--- src/design/stack_queue_engine_defines.svh ---
// ---------------------------------------------------------------------------
// stack_queue_engine_defines
// Assertion macros used by the stack/queue engine RTL (sqe_ctrl)
// ---------------------------------------------------------------------------
`ifndef STACK_QUEUE_ENGINE_DEFINES_SVH
`define STACK_QUEUE_ENGINE_DEFINES_SVH

// same-cycle implication, sampled on clk, off while arst_n is low
`define SQE_ASSERT_IMPLIES(label, ante, cons, msg) \
	label: assert property (@(posedge clk) disable iff (!arst_n) (ante) |-> (cons)) \
		else $error(msg);

// next-cycle implication, sampled on clk, off while arst_n is low
`define SQE_ASSERT_NEXT(label, ante, cons, msg) \
	label: assert property (@(posedge clk) disable iff (!arst_n) (ante) |=> (cons)) \
		else $error(msg);

`endif

--- src/design/sqe_pkg.sv ---
// ---------------------------------------------------------------------------
// sqe_pkg
// Types, codes and sizing constants of the stack/queue engine
// ---------------------------------------------------------------------------
package sqe_pkg;

	// default store depth and entry width
	localparam int SQE_DEPTH = 64;
	localparam int DATA_W    = 32;

	// configuration port
	localparam int PADDR_W = 3;
	localparam int PDATA_W = 32;
	localparam logic REG_IDX_STACK_MODE = 1'b0;

	// command codes (5 to 7 are unused and answered with ok)
	typedef enum logic [2:0] {
		CMD_PUSH = 3'd0,
		CMD_DUMP = 3'd1,
		CMD_PEEK = 3'd2,
		CMD_POP  = 3'd3,
		CMD_SWAP = 3'd4
	} cmd_e;

	// result status codes
	typedef enum logic [2:0] {
		STAT_OK          = 3'd0,
		STAT_BAD_ARG     = 3'd1,
		STAT_FULL        = 3'd2,
		STAT_PEEK_EMPTY  = 3'd3,
		STAT_POP_EMPTY   = 3'd4,
		STAT_SWAP_SHORT  = 3'd5
	} status_e;

	// control sequencer states
	typedef enum logic [2:0] {
		S_IDLE,
		S_RESP,
		S_PEEK,
		S_SWAP_A,
		S_SWAP_B,
		S_DUMP
	} state_e;

	// input item
	typedef struct packed {
		cmd_e               cmd;
		logic signed [31:0] push_value;
		logic               arg_ok;
	} cmd_item_t;

	// result item
	typedef struct packed {
		logic signed [31:0] value;
		logic               has_value;
		status_e            status;
		logic               last;
	} rsp_item_t;

endpackage

--- src/design/stack_queue_engine.sv ---
// ---------------------------------------------------------------------------
// stack_queue_engine
// Data store of a stack machine held as a circular buffer, with push at
// top or bottom, pop, peek, swap of the top two and a full dump
// ---------------------------------------------------------------------------
//
//   channel   direction  handshake              payload
//   cmd       in         cmd_valid / cmd_stall  cmd_data   (cmd_item_t)
//   rsp       out        rsp_valid / rsp_stall  rsp_data   (rsp_item_t)
//   apb       in         psel / penable         paddr, pwdata, prdata
//
// push, pop, unused codes and every failing command need no memory read.
// peek and swap both go through the single read port of the entry memory,
// peek as a read, swap as a read, a read-and-write, and a write.
// dump reads out every stored entry in turn, one result per entry.
// after reset the store is empty at once; there is no clearing pass.
// while rsp_stall holds the result register, peek, dump and S_RESP wait in place.
// ---------------------------------------------------------------------------
module stack_queue_engine #(
	parameter int DEPTH = sqe_pkg::SQE_DEPTH
) (
	input  logic                        clk,
	input  logic                        arst_n,
	input  logic                        cmd_valid,
	output logic                        cmd_stall,
	input  sqe_pkg::cmd_item_t          cmd_data,
	output logic                        rsp_valid,
	input  logic                        rsp_stall,
	output sqe_pkg::rsp_item_t          rsp_data,
	input  logic                        psel,
	input  logic                        penable,
	input  logic                        pwrite,
	input  logic [sqe_pkg::PADDR_W-1:0] paddr,
	input  logic [sqe_pkg::PDATA_W-1:0] pwdata,
	output logic [sqe_pkg::PDATA_W-1:0] prdata,
	output logic                        pready
);

	import sqe_pkg::*;

	logic stack_mode_q;
	logic reg_sel;
	logic reg_write;

	// register decode, one register selected while paddr bit 2 is 0 (byte addresses 0 to 3)
	assign pready    = 1'b1;
	assign reg_sel   = (paddr[PADDR_W-1] == REG_IDX_STACK_MODE);
	assign reg_write = psel && penable && pwrite && pready && reg_sel;

	always_ff @(posedge clk or negedge arst_n) begin
		if (!arst_n) begin
			stack_mode_q <= 1'b1;
		end else if (reg_write) begin
			stack_mode_q <= pwdata[0];
		end
	end

	// read back
	assign prdata = reg_sel ? PDATA_W'(stack_mode_q) : '0;

	// command sequencer with entry store
	sqe_ctrl #(
		.DEPTH (DEPTH)
	) u_ctrl (
		.clk        (clk),
		.arst_n     (arst_n),
		.stack_mode (stack_mode_q),
		.cmd_valid  (cmd_valid),
		.cmd_stall  (cmd_stall),
		.cmd_data   (cmd_data),
		.rsp_valid  (rsp_valid),
		.rsp_stall  (rsp_stall),
		.rsp_data   (rsp_data)
	);

endmodule

--- src/design/sqe_ram.sv ---
// ---------------------------------------------------------------------------
// sqe_ram
// Generic single-write, single-read RAM with registered read data
// ---------------------------------------------------------------------------
module sqe_ram #(
	parameter int WIDTH = 32,
	parameter int DEPTH = 64
) (
	input  logic                     clk,
	input  logic                     we,
	input  logic [$clog2(DEPTH)-1:0] waddr,
	input  logic [WIDTH-1:0]         wdata,
	input  logic                     re,
	input  logic [$clog2(DEPTH)-1:0] raddr,
	output logic [WIDTH-1:0]         rdata
);

	logic [WIDTH-1:0] mem_q [DEPTH];
	logic [WIDTH-1:0] rdata_q;

	// write port, and read port returning the old contents on a collision
	always_ff @(posedge clk) begin
		if (we) begin
			mem_q[waddr] <= wdata;
		end
		if (re) begin
			rdata_q <= mem_q[raddr];
		end
	end

	assign rdata = rdata_q;

endmodule

--- src/design/sqe_ctrl.sv ---
// ---------------------------------------------------------------------------
// sqe_ctrl
// Command sequencer: top/count bookkeeping, memory read-modify-write and
// the result register
// ---------------------------------------------------------------------------
`include "stack_queue_engine_defines.svh"

module sqe_ctrl #(
	parameter int DEPTH = sqe_pkg::SQE_DEPTH
) (
	input  logic                  clk,
	input  logic                  arst_n,
	input  logic                  stack_mode,
	input  logic                  cmd_valid,
	output logic                  cmd_stall,
	input  sqe_pkg::cmd_item_t    cmd_data,
	output logic                  rsp_valid,
	input  logic                  rsp_stall,
	output sqe_pkg::rsp_item_t    rsp_data
);

	import sqe_pkg::*;

	localparam int AW = $clog2(DEPTH);
	localparam int CW = $clog2(DEPTH + 1);

	state_e         state_q, state_d;
	logic [AW-1:0]  top_q, top_d;
	logic [CW-1:0]  count_q, count_d;
	logic [AW-1:0]  slot_q, slot_d;
	logic [CW-1:0]  rem_q, rem_d;
	status_e        status_q, status_d;
	logic           rsp_valid_q;
	rsp_item_t      rsp_data_q;

	logic           accept;
	logic           can_emit;
	logic           load_rsp;
	rsp_item_t      rsp_next;

	logic           ram_we;
	logic [AW-1:0]  ram_waddr;
	logic [31:0]    ram_wdata;
	logic           ram_re;
	logic [AW-1:0]  ram_raddr;
	logic [31:0]    ram_rdata;

	logic [AW-1:0]  top_dec;
	logic [AW-1:0]  top_inc;
	logic [AW-1:0]  slot_inc;
	logic [AW:0]    tail_sum;
	logic [AW-1:0]  tail;
	logic           is_full;
	logic           is_empty;
	logic           dump_last;

	status_e        dec_status;
	logic           dec_quick;

	// entry store
	sqe_ram #(
		.WIDTH (DATA_W),
		.DEPTH (DEPTH)
	) u_store (
		.clk   (clk),
		.we    (ram_we),
		.waddr (ram_waddr),
		.wdata (ram_wdata),
		.re    (ram_re),
		.raddr (ram_raddr),
		.rdata (ram_rdata)
	);

	// handshake
	assign accept    = cmd_valid && (state_q == S_IDLE);
	assign cmd_stall = (state_q != S_IDLE);
	assign can_emit  = !rsp_valid_q || !rsp_stall;

	// circular index arithmetic
	assign top_dec  = (top_q == '0) ? AW'(DEPTH - 1) : top_q - 1'b1;
	assign top_inc  = (top_q == AW'(DEPTH - 1)) ? '0 : top_q + 1'b1;
	assign slot_inc = (slot_q == AW'(DEPTH - 1)) ? '0 : slot_q + 1'b1;
	assign tail_sum = (AW+1)'(top_q) + (AW+1)'(count_q);
	assign tail     = (tail_sum >= (AW+1)'(DEPTH)) ? AW'(tail_sum - (AW+1)'(DEPTH))
		: AW'(tail_sum);
	assign is_full   = (count_q == CW'(DEPTH));
	assign is_empty  = (count_q == '0);
	assign dump_last = (rem_q == CW'(1));

	// command decode: status and whether a single result follows without a memory read
	always_comb begin
		dec_status = STAT_OK;
		dec_quick  = 1'b1;
		unique case (cmd_data.cmd)
			CMD_PUSH: begin
				if (!cmd_data.arg_ok) begin
					dec_status = STAT_BAD_ARG;
				end else if (is_full) begin
					dec_status = STAT_FULL;
				end
			end
			CMD_DUMP: begin
				dec_quick = 1'b0;
			end
			CMD_PEEK: begin
				if (is_empty) begin
					dec_status = STAT_PEEK_EMPTY;
				end else begin
					dec_quick = 1'b0;
				end
			end
			CMD_POP: begin
				if (is_empty) begin
					dec_status = STAT_POP_EMPTY;
				end
			end
			CMD_SWAP: begin
				if (count_q < CW'(2)) begin
					dec_status = STAT_SWAP_SHORT;
				end else begin
					dec_quick = 1'b0;
				end
			end
			default: begin
				dec_status = STAT_OK;
			end
		endcase
	end

	// next state
	always_comb begin
		state_d = state_q;
		unique case (state_q)
			S_IDLE: begin
				if (accept) begin
					if (dec_quick) begin
						state_d = can_emit ? S_IDLE : S_RESP;
					end else if (cmd_data.cmd == CMD_PEEK) begin
						state_d = S_PEEK;
					end else if (cmd_data.cmd == CMD_SWAP) begin
						state_d = S_SWAP_A;
					end else begin
						state_d = is_empty ? S_IDLE : S_DUMP;
					end
				end
			end
			S_RESP: begin
				if (can_emit) begin
					state_d = S_IDLE;
				end
			end
			S_PEEK: begin
				if (can_emit) begin
					state_d = S_IDLE;
				end
			end
			S_SWAP_A: begin
				state_d = S_SWAP_B;
			end
			S_SWAP_B: begin
				state_d = can_emit ? S_IDLE : S_RESP;
			end
			S_DUMP: begin
				if (can_emit && dump_last) begin
					state_d = S_IDLE;
				end
			end
			default: begin
				state_d = S_IDLE;
			end
		endcase
	end

	// memory accesses, bookkeeping and result assembly
	always_comb begin
		ram_we    = 1'b0;
		ram_waddr = top_q;
		ram_wdata = cmd_data.push_value;
		ram_re    = 1'b0;
		ram_raddr = top_q;
		top_d     = top_q;
		count_d   = count_q;
		slot_d    = slot_q;
		rem_d     = rem_q;
		status_d  = status_q;
		load_rsp  = 1'b0;
		rsp_next  = '{value: '0, has_value: 1'b0, status: status_q, last: 1'b1};
		unique case (state_q)
			S_IDLE: begin
				if (accept) begin
					status_d = dec_status;
					if (dec_quick && can_emit) begin
						load_rsp        = 1'b1;
						rsp_next.status = dec_status;
					end
					if (dec_status == STAT_OK) begin
						unique case (cmd_data.cmd)
							CMD_PUSH: begin
								ram_we    = 1'b1;
								ram_waddr = stack_mode ? top_dec : tail;
								count_d   = count_q + 1'b1;
								if (stack_mode) begin
									top_d = top_dec;
								end
							end
							CMD_POP: begin
								top_d   = top_inc;
								count_d = count_q - 1'b1;
							end
							CMD_PEEK, CMD_SWAP: begin
								ram_re = 1'b1;
							end
							CMD_DUMP: begin
								ram_re = !is_empty;
								slot_d = top_q;
								rem_d  = count_q;
							end
							default: begin
								ram_re = 1'b0;
							end
						endcase
					end
				end
			end
			S_RESP: begin
				load_rsp = can_emit;
			end
			S_PEEK: begin
				load_rsp           = can_emit;
				rsp_next.value     = ram_rdata;
				rsp_next.has_value = 1'b1;
			end
			S_SWAP_A: begin
				// second entry takes the first, and its old value is read out
				ram_we    = 1'b1;
				ram_waddr = top_inc;
				ram_wdata = ram_rdata;
				ram_re    = 1'b1;
				ram_raddr = top_inc;
			end
			S_SWAP_B: begin
				ram_we    = 1'b1;
				ram_waddr = top_q;
				ram_wdata = ram_rdata;
				load_rsp  = can_emit;
			end
			S_DUMP: begin
				rsp_next.value     = ram_rdata;
				rsp_next.has_value = 1'b1;
				rsp_next.last      = dump_last;
				if (can_emit) begin
					load_rsp = 1'b1;
					rem_d    = rem_q - 1'b1;
					if (!dump_last) begin
						ram_re    = 1'b1;
						ram_raddr = slot_inc;
						slot_d    = slot_inc;
					end
				end
			end
			default: begin
				load_rsp = 1'b0;
			end
		endcase
	end

	// control registers
	always_ff @(posedge clk or negedge arst_n) begin
		if (!arst_n) begin
			state_q     <= S_IDLE;
			top_q       <= '0;
			count_q     <= '0;
			rem_q       <= '0;
			status_q    <= STAT_OK;
			rsp_valid_q <= 1'b0;
		end else begin
			state_q  <= state_d;
			top_q    <= top_d;
			count_q  <= count_d;
			rem_q    <= rem_d;
			status_q <= status_d;
			if (load_rsp) begin
				rsp_valid_q <= 1'b1;
			end else if (!rsp_stall) begin
				rsp_valid_q <= 1'b0;
			end
		end
	end

	// payload registers
	always_ff @(posedge clk) begin
		slot_q <= slot_d;
		if (load_rsp) begin
			rsp_data_q <= rsp_next;
		end
	end

	assign rsp_valid = rsp_valid_q;
	assign rsp_data  = rsp_data_q;

	// checks
	`SQE_ASSERT_IMPLIES(a_count_range, 1'b1, count_q <= CW'(DEPTH), "entry count above depth")
	`SQE_ASSERT_IMPLIES(a_top_range, 1'b1, top_q <= AW'(DEPTH - 1), "top index out of range")
	`SQE_ASSERT_IMPLIES(a_dump_live, state_q == S_DUMP, rem_q != '0 && rem_q <= count_q, "dump walk count broken")
	`SQE_ASSERT_IMPLIES(a_dump_no_write, state_q == S_DUMP, !ram_we, "store written during dump")
	`SQE_ASSERT_NEXT(a_swap_seq, state_q == S_SWAP_A, state_q == S_SWAP_B && $stable(count_q), "swap sequence broken")

endmodule
--- config.mk ---
export PLATFORM = sky130hd
export DESIGN_NAME = stack_queue_engine
export DESIGN_NICKNAME = d
export VERILOG_FILES = /design/src/design/sqe_pkg.sv /design/src/design/stack_queue_engine.sv /design/src/design/sqe_ram.sv /design/src/design/sqe_ctrl.sv
export VERILOG_INCLUDE_DIRS = /design/src /design/src/design
export SDC_FILE = /design/constraint.sdc
export NUM_CORES = 2
export LEC_CHECK = 0
export BUFFER_PORTS_ARGS = -buffer_cell sky130_fd_sc_hd__buf_2
export CAP_MARGIN = 20
export CORE_MARGIN = 2
export CORE_UTILIZATION = 30
export DETAILED_ROUTE_END_ITERATION = 16
export PLACE_DENSITY = 0.55
export SLEW_MARGIN = 40
export SYNTH_ARGS = -nofsm -noshare
export SYNTH_HDL_FRONTEND = slang
export SYNTH_SLANG_ARGS = --single-unit
--- constraint.sdc ---
create_clock -name clk -period 5.4 [get_ports clk]
set_clock_uncertainty 0.1 [all_clocks]
set_input_delay 0.54 -clock clk [delete_from_list [all_inputs] [get_ports clk]]
set_output_delay 0.54 -clock clk [all_outputs]
set_load 0.02 [all_outputs]
After elaboration in Yosys (flattened, before gate mapping)
Memories as Yosys holds them, arrays and structs flattened. A register that Yosys moved wholly into a read port is not among the register bits. Index checks and enable logic that the tools add are counted.

Register bits: 71. Output and inout bits: 72. Word-level logic and storage cells: 143. Input port bits: 78. Memories: 1. RAM bits: 2048.

Equality and inequality tests: 22. $add $sub $neg: 8. Muxes and demuxes: 68. Bitwise operators: 1. Reductions and logical operators: 29. $lt $le $gt $ge: 2.

Memory list: u_ctrl.u_store.mem_q (depth 64, width 32, rd ports 1, clocked after Yosys merged registers in 1, write ports 1, RTL line sqe_ram.sv:18) `logic [WIDTH-1:0] mem_q [DEPTH];`.

Operators by type and width (number): 6-bit two-way mux (16); 6-bit one-hot mux with 2 select lines (4); 3-bit two-way mux (13); 32-bit two-way mux (1); 7-bit two-way mux (4); 7-bit one-hot mux with 2 select lines (2); 1-bit two-way mux (19); 3-bit one-hot mux with 5 select lines (1); 7-bit by 1-bit subtractor with 7-bit output, second input constant (2); 6-bit by 1-bit adder with 6-bit output, second input constant (2); 3-bit by 2-bit equality test with 1-bit output, second input constant (4); 6-bit equality test, second input constant (2); 3-bit one-hot mux with 4 select lines (1); 6-bit by 1-bit subtractor with 6-bit output, second input constant (2); 2-bit by 1-bit != test with 1-bit output, second input constant (5); 5-bit AND reduction (2); 3-bit equality test, second input constant (3); 3-bit zero test (3); 1-bit one-hot mux with 3 select lines (3); 2-bit != test, second input constant (4); 2-bit OR reduction (4); 6-bit by 7-bit adder with 7-bit output (1); 7-bit by 1-bit adder with 7-bit output, second input constant (1); 7-bit by 1-bit equality test with 1-bit output, second input constant (1); other kinds (19) (30).

Longest topological paths before layout
Depth after elaboration: 10. Depth in mapped cells: 15. Mapped depth without buffers: 11.

Cells and area by module
Synthesis repeated with hierarchy kept, for this count alone.

Cells, all modules: 3857. Area, all modules: 83840.4 um^2.

Modules (own cells, without submodules): sqe_ram (area an instance 78833.1 um^2, cells an instance 3324, sequential area each 62459.9 um^2, times used 1); sqe_ctrl (area an instance 4704.5 um^2, cells an instance 495, sequential area each 1966.9 um^2, times used 1); stack_queue_engine (area an instance 302.8 um^2, cells an instance 38, sequential area each 26.3 um^2, times used 1).

Worst setup path after synthesis
Ideal clock, no wire load.

Path kind: input -> register. Start point: input port cmd_data[35] in the netlist's numbering. End point: memory u_ctrl.u_store.mem_q[14][0], enable pin. Stages on the path: 8. Required time: 4.879 ns. Slack: 0.659 ns. Buffers on the path: 1. Setup time: 0.421 ns. Arrival time: 4.220 ns. Cells stage by stage: clkbuf_1 -> or3b_2 -> a2111oi_2 -> nor3_4 -> mux2i_1 -> o21ai_0 -> nand3_1 -> nor2_1.

Cells in the longest elaborated chain, start to end: 8. Elaborated cells on any way between the ends: 16. Classes of those cells: 3 x eq/ne; 11 x mux; 2 x reduce/logical.

Ends and longest elaborated chain: start: declaration (RTL line stack_queue_engine.sv:26) `input sqe_pkg::cmd_item_t cmd_data,`; 3-bit equality test, or another cell as far along (RTL line sqe_ctrl.sv:94) `unique case (cmd_data.cmd)`; 3-bit one-hot mux with 4 select lines (RTL line sqe_ctrl.sv:94); 3-bit zero test (RTL line sqe_ctrl.sv:196) `if (dec_status == STAT_OK) begin`; 1-bit two-way mux (RTL line sqe_ctrl.sv:196); 1-bit two-way mux (RTL line sqe_ctrl.sv:190) `if (accept) begin`; 1-bit one-hot mux with 2 select lines (RTL line sqe_ctrl.sv:188) `unique case (state_q)`; 1-bit two-way mux (RTL line sqe_ram.sv:23) `if (we) begin`; 1-bit two-way mux (implied by the code) (RTL line sqe_ram.sv:24) `mem_q[waddr] <= wdata;`; end: declaration (RTL line sqe_ram.sv:18).

Several ways; a longest one is shown, not always the timed one.

Worst setup path after layout
Start point: register u_ctrl.rem_q[1]. End point: register u_ctrl.u_store.rdata_q[29] (netlist: u_ctrl.u_store.rdata[29]) (read register of u_ctrl.u_store.mem_q), data pin.

Cells in the longest elaborated chain, start to end: 4. Elaborated cells on any way between the ends: 7. Classes of those cells: 1 x eq/ne; 6 x mux.

Ends and longest elaborated chain: start: declaration (RTL line sqe_ctrl.sv:31) `logic [CW-1:0] rem_q, rem_d;`; start signal: assignment (RTL line sqe_ctrl.sv:280) `rem_q <= rem_d;`; 7-bit by 1-bit equality test with 1-bit output (*) (RTL line sqe_ctrl.sv:88) `assign dump_last = (rem_q == CW'(1));`; 1-bit two-way mux / 6-bit two-way mux (equally long branches) (RTL line sqe_ctrl.sv:254) `if (!dump_last) begin`; 1-bit two-way mux / 6-bit two-way mux (equally long branches) (RTL line sqe_ctrl.sv:251) `if (can_emit) begin`; 1-bit one-hot mux with 3 select lines / 6-bit one-hot mux with 2 select lines (equally long branches) (RTL line sqe_ctrl.sv:188); end: declaration (RTL line sqe_ram.sv:19) `logic [WIDTH-1:0] rdata_q;`.

Every way passes the cells marked *; elsewhere a longest branch is shown, timed or not. A chain may end at the register's enable or synchronous reset.

==> flow_summary.yaml <==
sta:
  setup_violations: 0
  grt_setup_unrepaired: "no"
  period_minus_slack_ps: 4710
  timing.final.crit_share: 0.873
  final_hold_viol_count: 0
  slew_headroom: 0.451
  fmax_mhz: 212
  worst_pin_slew_ps: 813
  finalMaxSlewViolations: 0
  setup_tns_ps: 0
setup_path:
  worstPathCellList: "inv_1, ha_1, or4b_4, o211a_1, a2bb2oi_4, and2_4, buf_4, buf_4, mux2i_1, mux2_2, a22oi_1, o211ai_1"
  cp-end-kind: "flip-flop"
  path_common_cell: "buf_4"
  worstReg2RegStart: "u_ctrl.rem_q[1]"
  critPathBufInv: 3
  slowest_stage: "a22oi_1"
  crit_start: "u_ctrl.rem_q[1]"
  start_kind: "flip-flop"
  crit_fanout: 21
  required_ps: 5880
  crit_family: "compound AO/OA/AOI/OAI gates"
  max_stage_delay_ps: 630
  path_class: "flip-flop to flip-flop"
  cp.arrival_ps: 5190
die:
  start_util: 0.302
  fp.coreArea_um2: 288000
  io_pins: 150
  dieArea_um2: 295000
  fp.dieW_um: 543
  die_y_um: 543
  rows: 197
synth:
  yosys.area_share.simple: 0.0680
  ys_warn_count: 0
  ys.flop_type: "edfxtp_1"
  synth-xor-area-share: 0.00171
  synth_top_cell_by_area: "edfxtp_1"
  synth.distinct_cells: 75
  synthAdderAreaFrac: 0.00276
  synth-compound-area-share: 0.0678
  synth_edf_count: 2123
  syn_inst: 5483
  synth_top_area_frac: 0.732
  ys_seq_area_frac: 0.740
  synth_top_family_by_area: "multiplexers"
  syn_area_um2: 87100
  async_flop_share: 0.0130
  avgSynthCellArea_um2: 15.9
  synth_area_leaders: "edfxtp_1, mux2i_1, nand2_1"
  synth_mux_area_frac: 0.0964
  synth_seq_cells: 2151
pwr:
  leakagePower_nw: 33.5
  p_seq_frac: 0.379
  power_mw: 53.7
  p_int_mw: 34.5
  swShare: 0.358
  combPwrFrac: 0.353
  power.density_nw_per_um2: 533
  power_switching_mw: 19.2
  vdd_drop_max_uv: 441
  power_frac_clock: 0.269
cts:
  cts_buffers: 217
  cts_root_buf: "clkbuf_16"
  cts_htree_levels: 4
  ctsResizeCount: 0
  cts_buffer_depth: 3
  tritoncts: "built"
  ctsHoldBuffers: 5
  clock-sinks: 2151
  clk_latency_ps: 870
  clk_pin_slew_ps: 60
  postCtsSetupBuffers: 0
detailed_routing:
  post_drt_wl_per_cell_um: 25.1
  vias: 49600
  ant_nets: 0
  post-route-drc-count: 0
  vias_per_cell: 5.14
  wl_um: 242000
  initialDrtViolationCount: 5189
  first_pass_iters: 5
cells_and_area:
  area_growth_pct: 15.8
  drive_above_1_share: 0.156
  final_nets: 5782
global_route:
  grt_max_degree: 129
  grt_pass1_wl_um: 345000
  antenna_found_initial: 5
  gr-usage-all-layers: 0.161
  grt_overflow: 0
  first_global_vias: 48100
placed_design:
  place.detailed.hpwl_um: 138000
  numPortBuffers: 84
  gp_congestion: 0.855
outcome:
  outcome: "finished, final reports clean"
min_path:
  hold_start: "penable"
  min_path_type: "primary input to flip-flop"
flow_run:
  cap_violations: 0
## cells in the final DEF (no fill, tap or decap), types with 10 or more instances in the layout
master        n
o211ai_1     37
conb_1       32
clkinv_1     66
and3_1      134
a22oi_1      37
o41ai_1      34
nor2b_1      36
mux2_4       23
nor2_1       32
ha_1         16
a31oi_1      67
bufinv_16    11
edfxtp_1   2123
o22ai_1      35
a211o_1      34
a211oi_1    131
o21ai_0      38
mux2i_1     579
clkbuf_1     40
clkinv_2     41
inv_1        18
buf_2        84
buf_12       58
a21oi_1      90
a311oi_1    128
buf_4       201
a21boi_0     32
mux4_2       64
nand3_1     210
mux2_2       79
dfrtp_1      27
nor3_1       14
a311o_1      62
clkbuf_16   222
xnor2_1      10
nor2_4       67
nand2_1     816
## path summary, 6_finish.rpt
| check | cells past startpoint | endpoint | slack (ps) |
|---|---|---|---|
| worst min-delay path | 3 | stack_mode_q | 70 |
| worst max-delay path | 12 | u_ctrl.u_store.rdata[29] | 690 |
| min in group asynchronous | 2 | u_ctrl.status_q[0] | 190 |
| worst min register to register | 2 | u_ctrl.status_q[0] | 380 |
| max in group asynchronous | 2 | u_ctrl.top_q[5] | 4520 |
| worst max register to register | 12 | u_ctrl.u_store.rdata[29] | 690 |
## metrics by stage
step	cells	hold WS, ps	cell area (um2)	utilization	setup slack, ps
finish	9657	73.8	101000	0.350	688
global route	9654	63.2	101000	0.350	551
floorplan	5513	144	87200	-	659
detailed placement	9243	369	93800	0.325	750
global placement	9242	357	93700	0.325	752
CTS	9653	22.6	101000	0.349	762
## sequential cells by signal, summed over array words and instances (netlist names)
register / cells
u_ctrl.count_q: 7
u_ctrl.rsp_data: 37
u_ctrl.status_q: 3
u_ctrl.rsp_valid: 1
u_ctrl.state_q: 3
u_ctrl.top_q: 6
u_ctrl.u_store.rdata: 32
u_ctrl.u_store.mem_q: 2048
stack_mode_q: 1
u_ctrl.rem_q: 7
u_ctrl.slot_q: 6
## power groups by stage
stage | combinational, mW | clock [mW] | sequential (mW)
4_1_cts | 19.0 | 14.7 | 20.3
2_1_floorplan | 11.4 | 0 | 20.7
5_1_grt | 20.1 | 15.4 | 20.4
3_3_place_gp | 18.7 | 0 | 20.7
6_report | 18.9 | 14.4 | 20.3
3_5_place_dp | 18.9 | 0 | 20.7
## synthesized netlist by cell type (35+ instances only)
cell and instances:
edfxtp_1 2123, nand2_1 818, mux2i_1 579, nand3_1 213, clkbuf_1 190, and3_1 135, a211oi_1 131, a311oi_1 128
buf_2 120, mux2_2 103, nor2_1 99, a21oi_1 92, a31oi_1 67, buf_4 66, mux4_2 64, a311o_1 62
o21ai_0 40, a22oi_1 37, o211ai_1 37, nor2b_1 36, o22ai_1 35
## logic make-up (layout without fill, tap and decap cells)
kind of cell,count (synthesis),in the layout
AOI/OAI and AO/OA,783,783
xor gates and xnor gates,17,17
adders and majority gates,18,18
buffers and inverters,416,775
DFF,2151,2151
muxes,746,746
other,2,36
and+or+nand+nor,1350,1350
## cell type report
type | instances | area (um2)
diodes | 4 | 10.0
clock buffers | 265 | 5750
clock inverters | 140 | 1140
fillers | 27100 | 188000
inverters | 20 | 75.1
multi-input cells | 2946 | 21500
flip-flops and latches | 2151 | 64500
well taps | 3781 | 4730
repair buffers | 350 | 3180
## routing by layer
layer | GRT usage | wire [um]
met2 | 0.260 | 114000
met3 | 0.0270 | 16600
met5 | 0 | 0
met4 | 0.0627 | 9130
met1 | 0.216 | 103000
## worst reg2reg max path, delay by kind of cell (launching register included)
kind / cells / cell delay, ps
and+or+nand+nor: 2 / 930
DFF: 1 / 390
muxes: 2 / 410
adders and majority gates: 1 / 130
buffers and inverters: 3 / 750
AOI/OAI and AO/OA: 4 / 1730
Power figures use the tool's default switching activity.
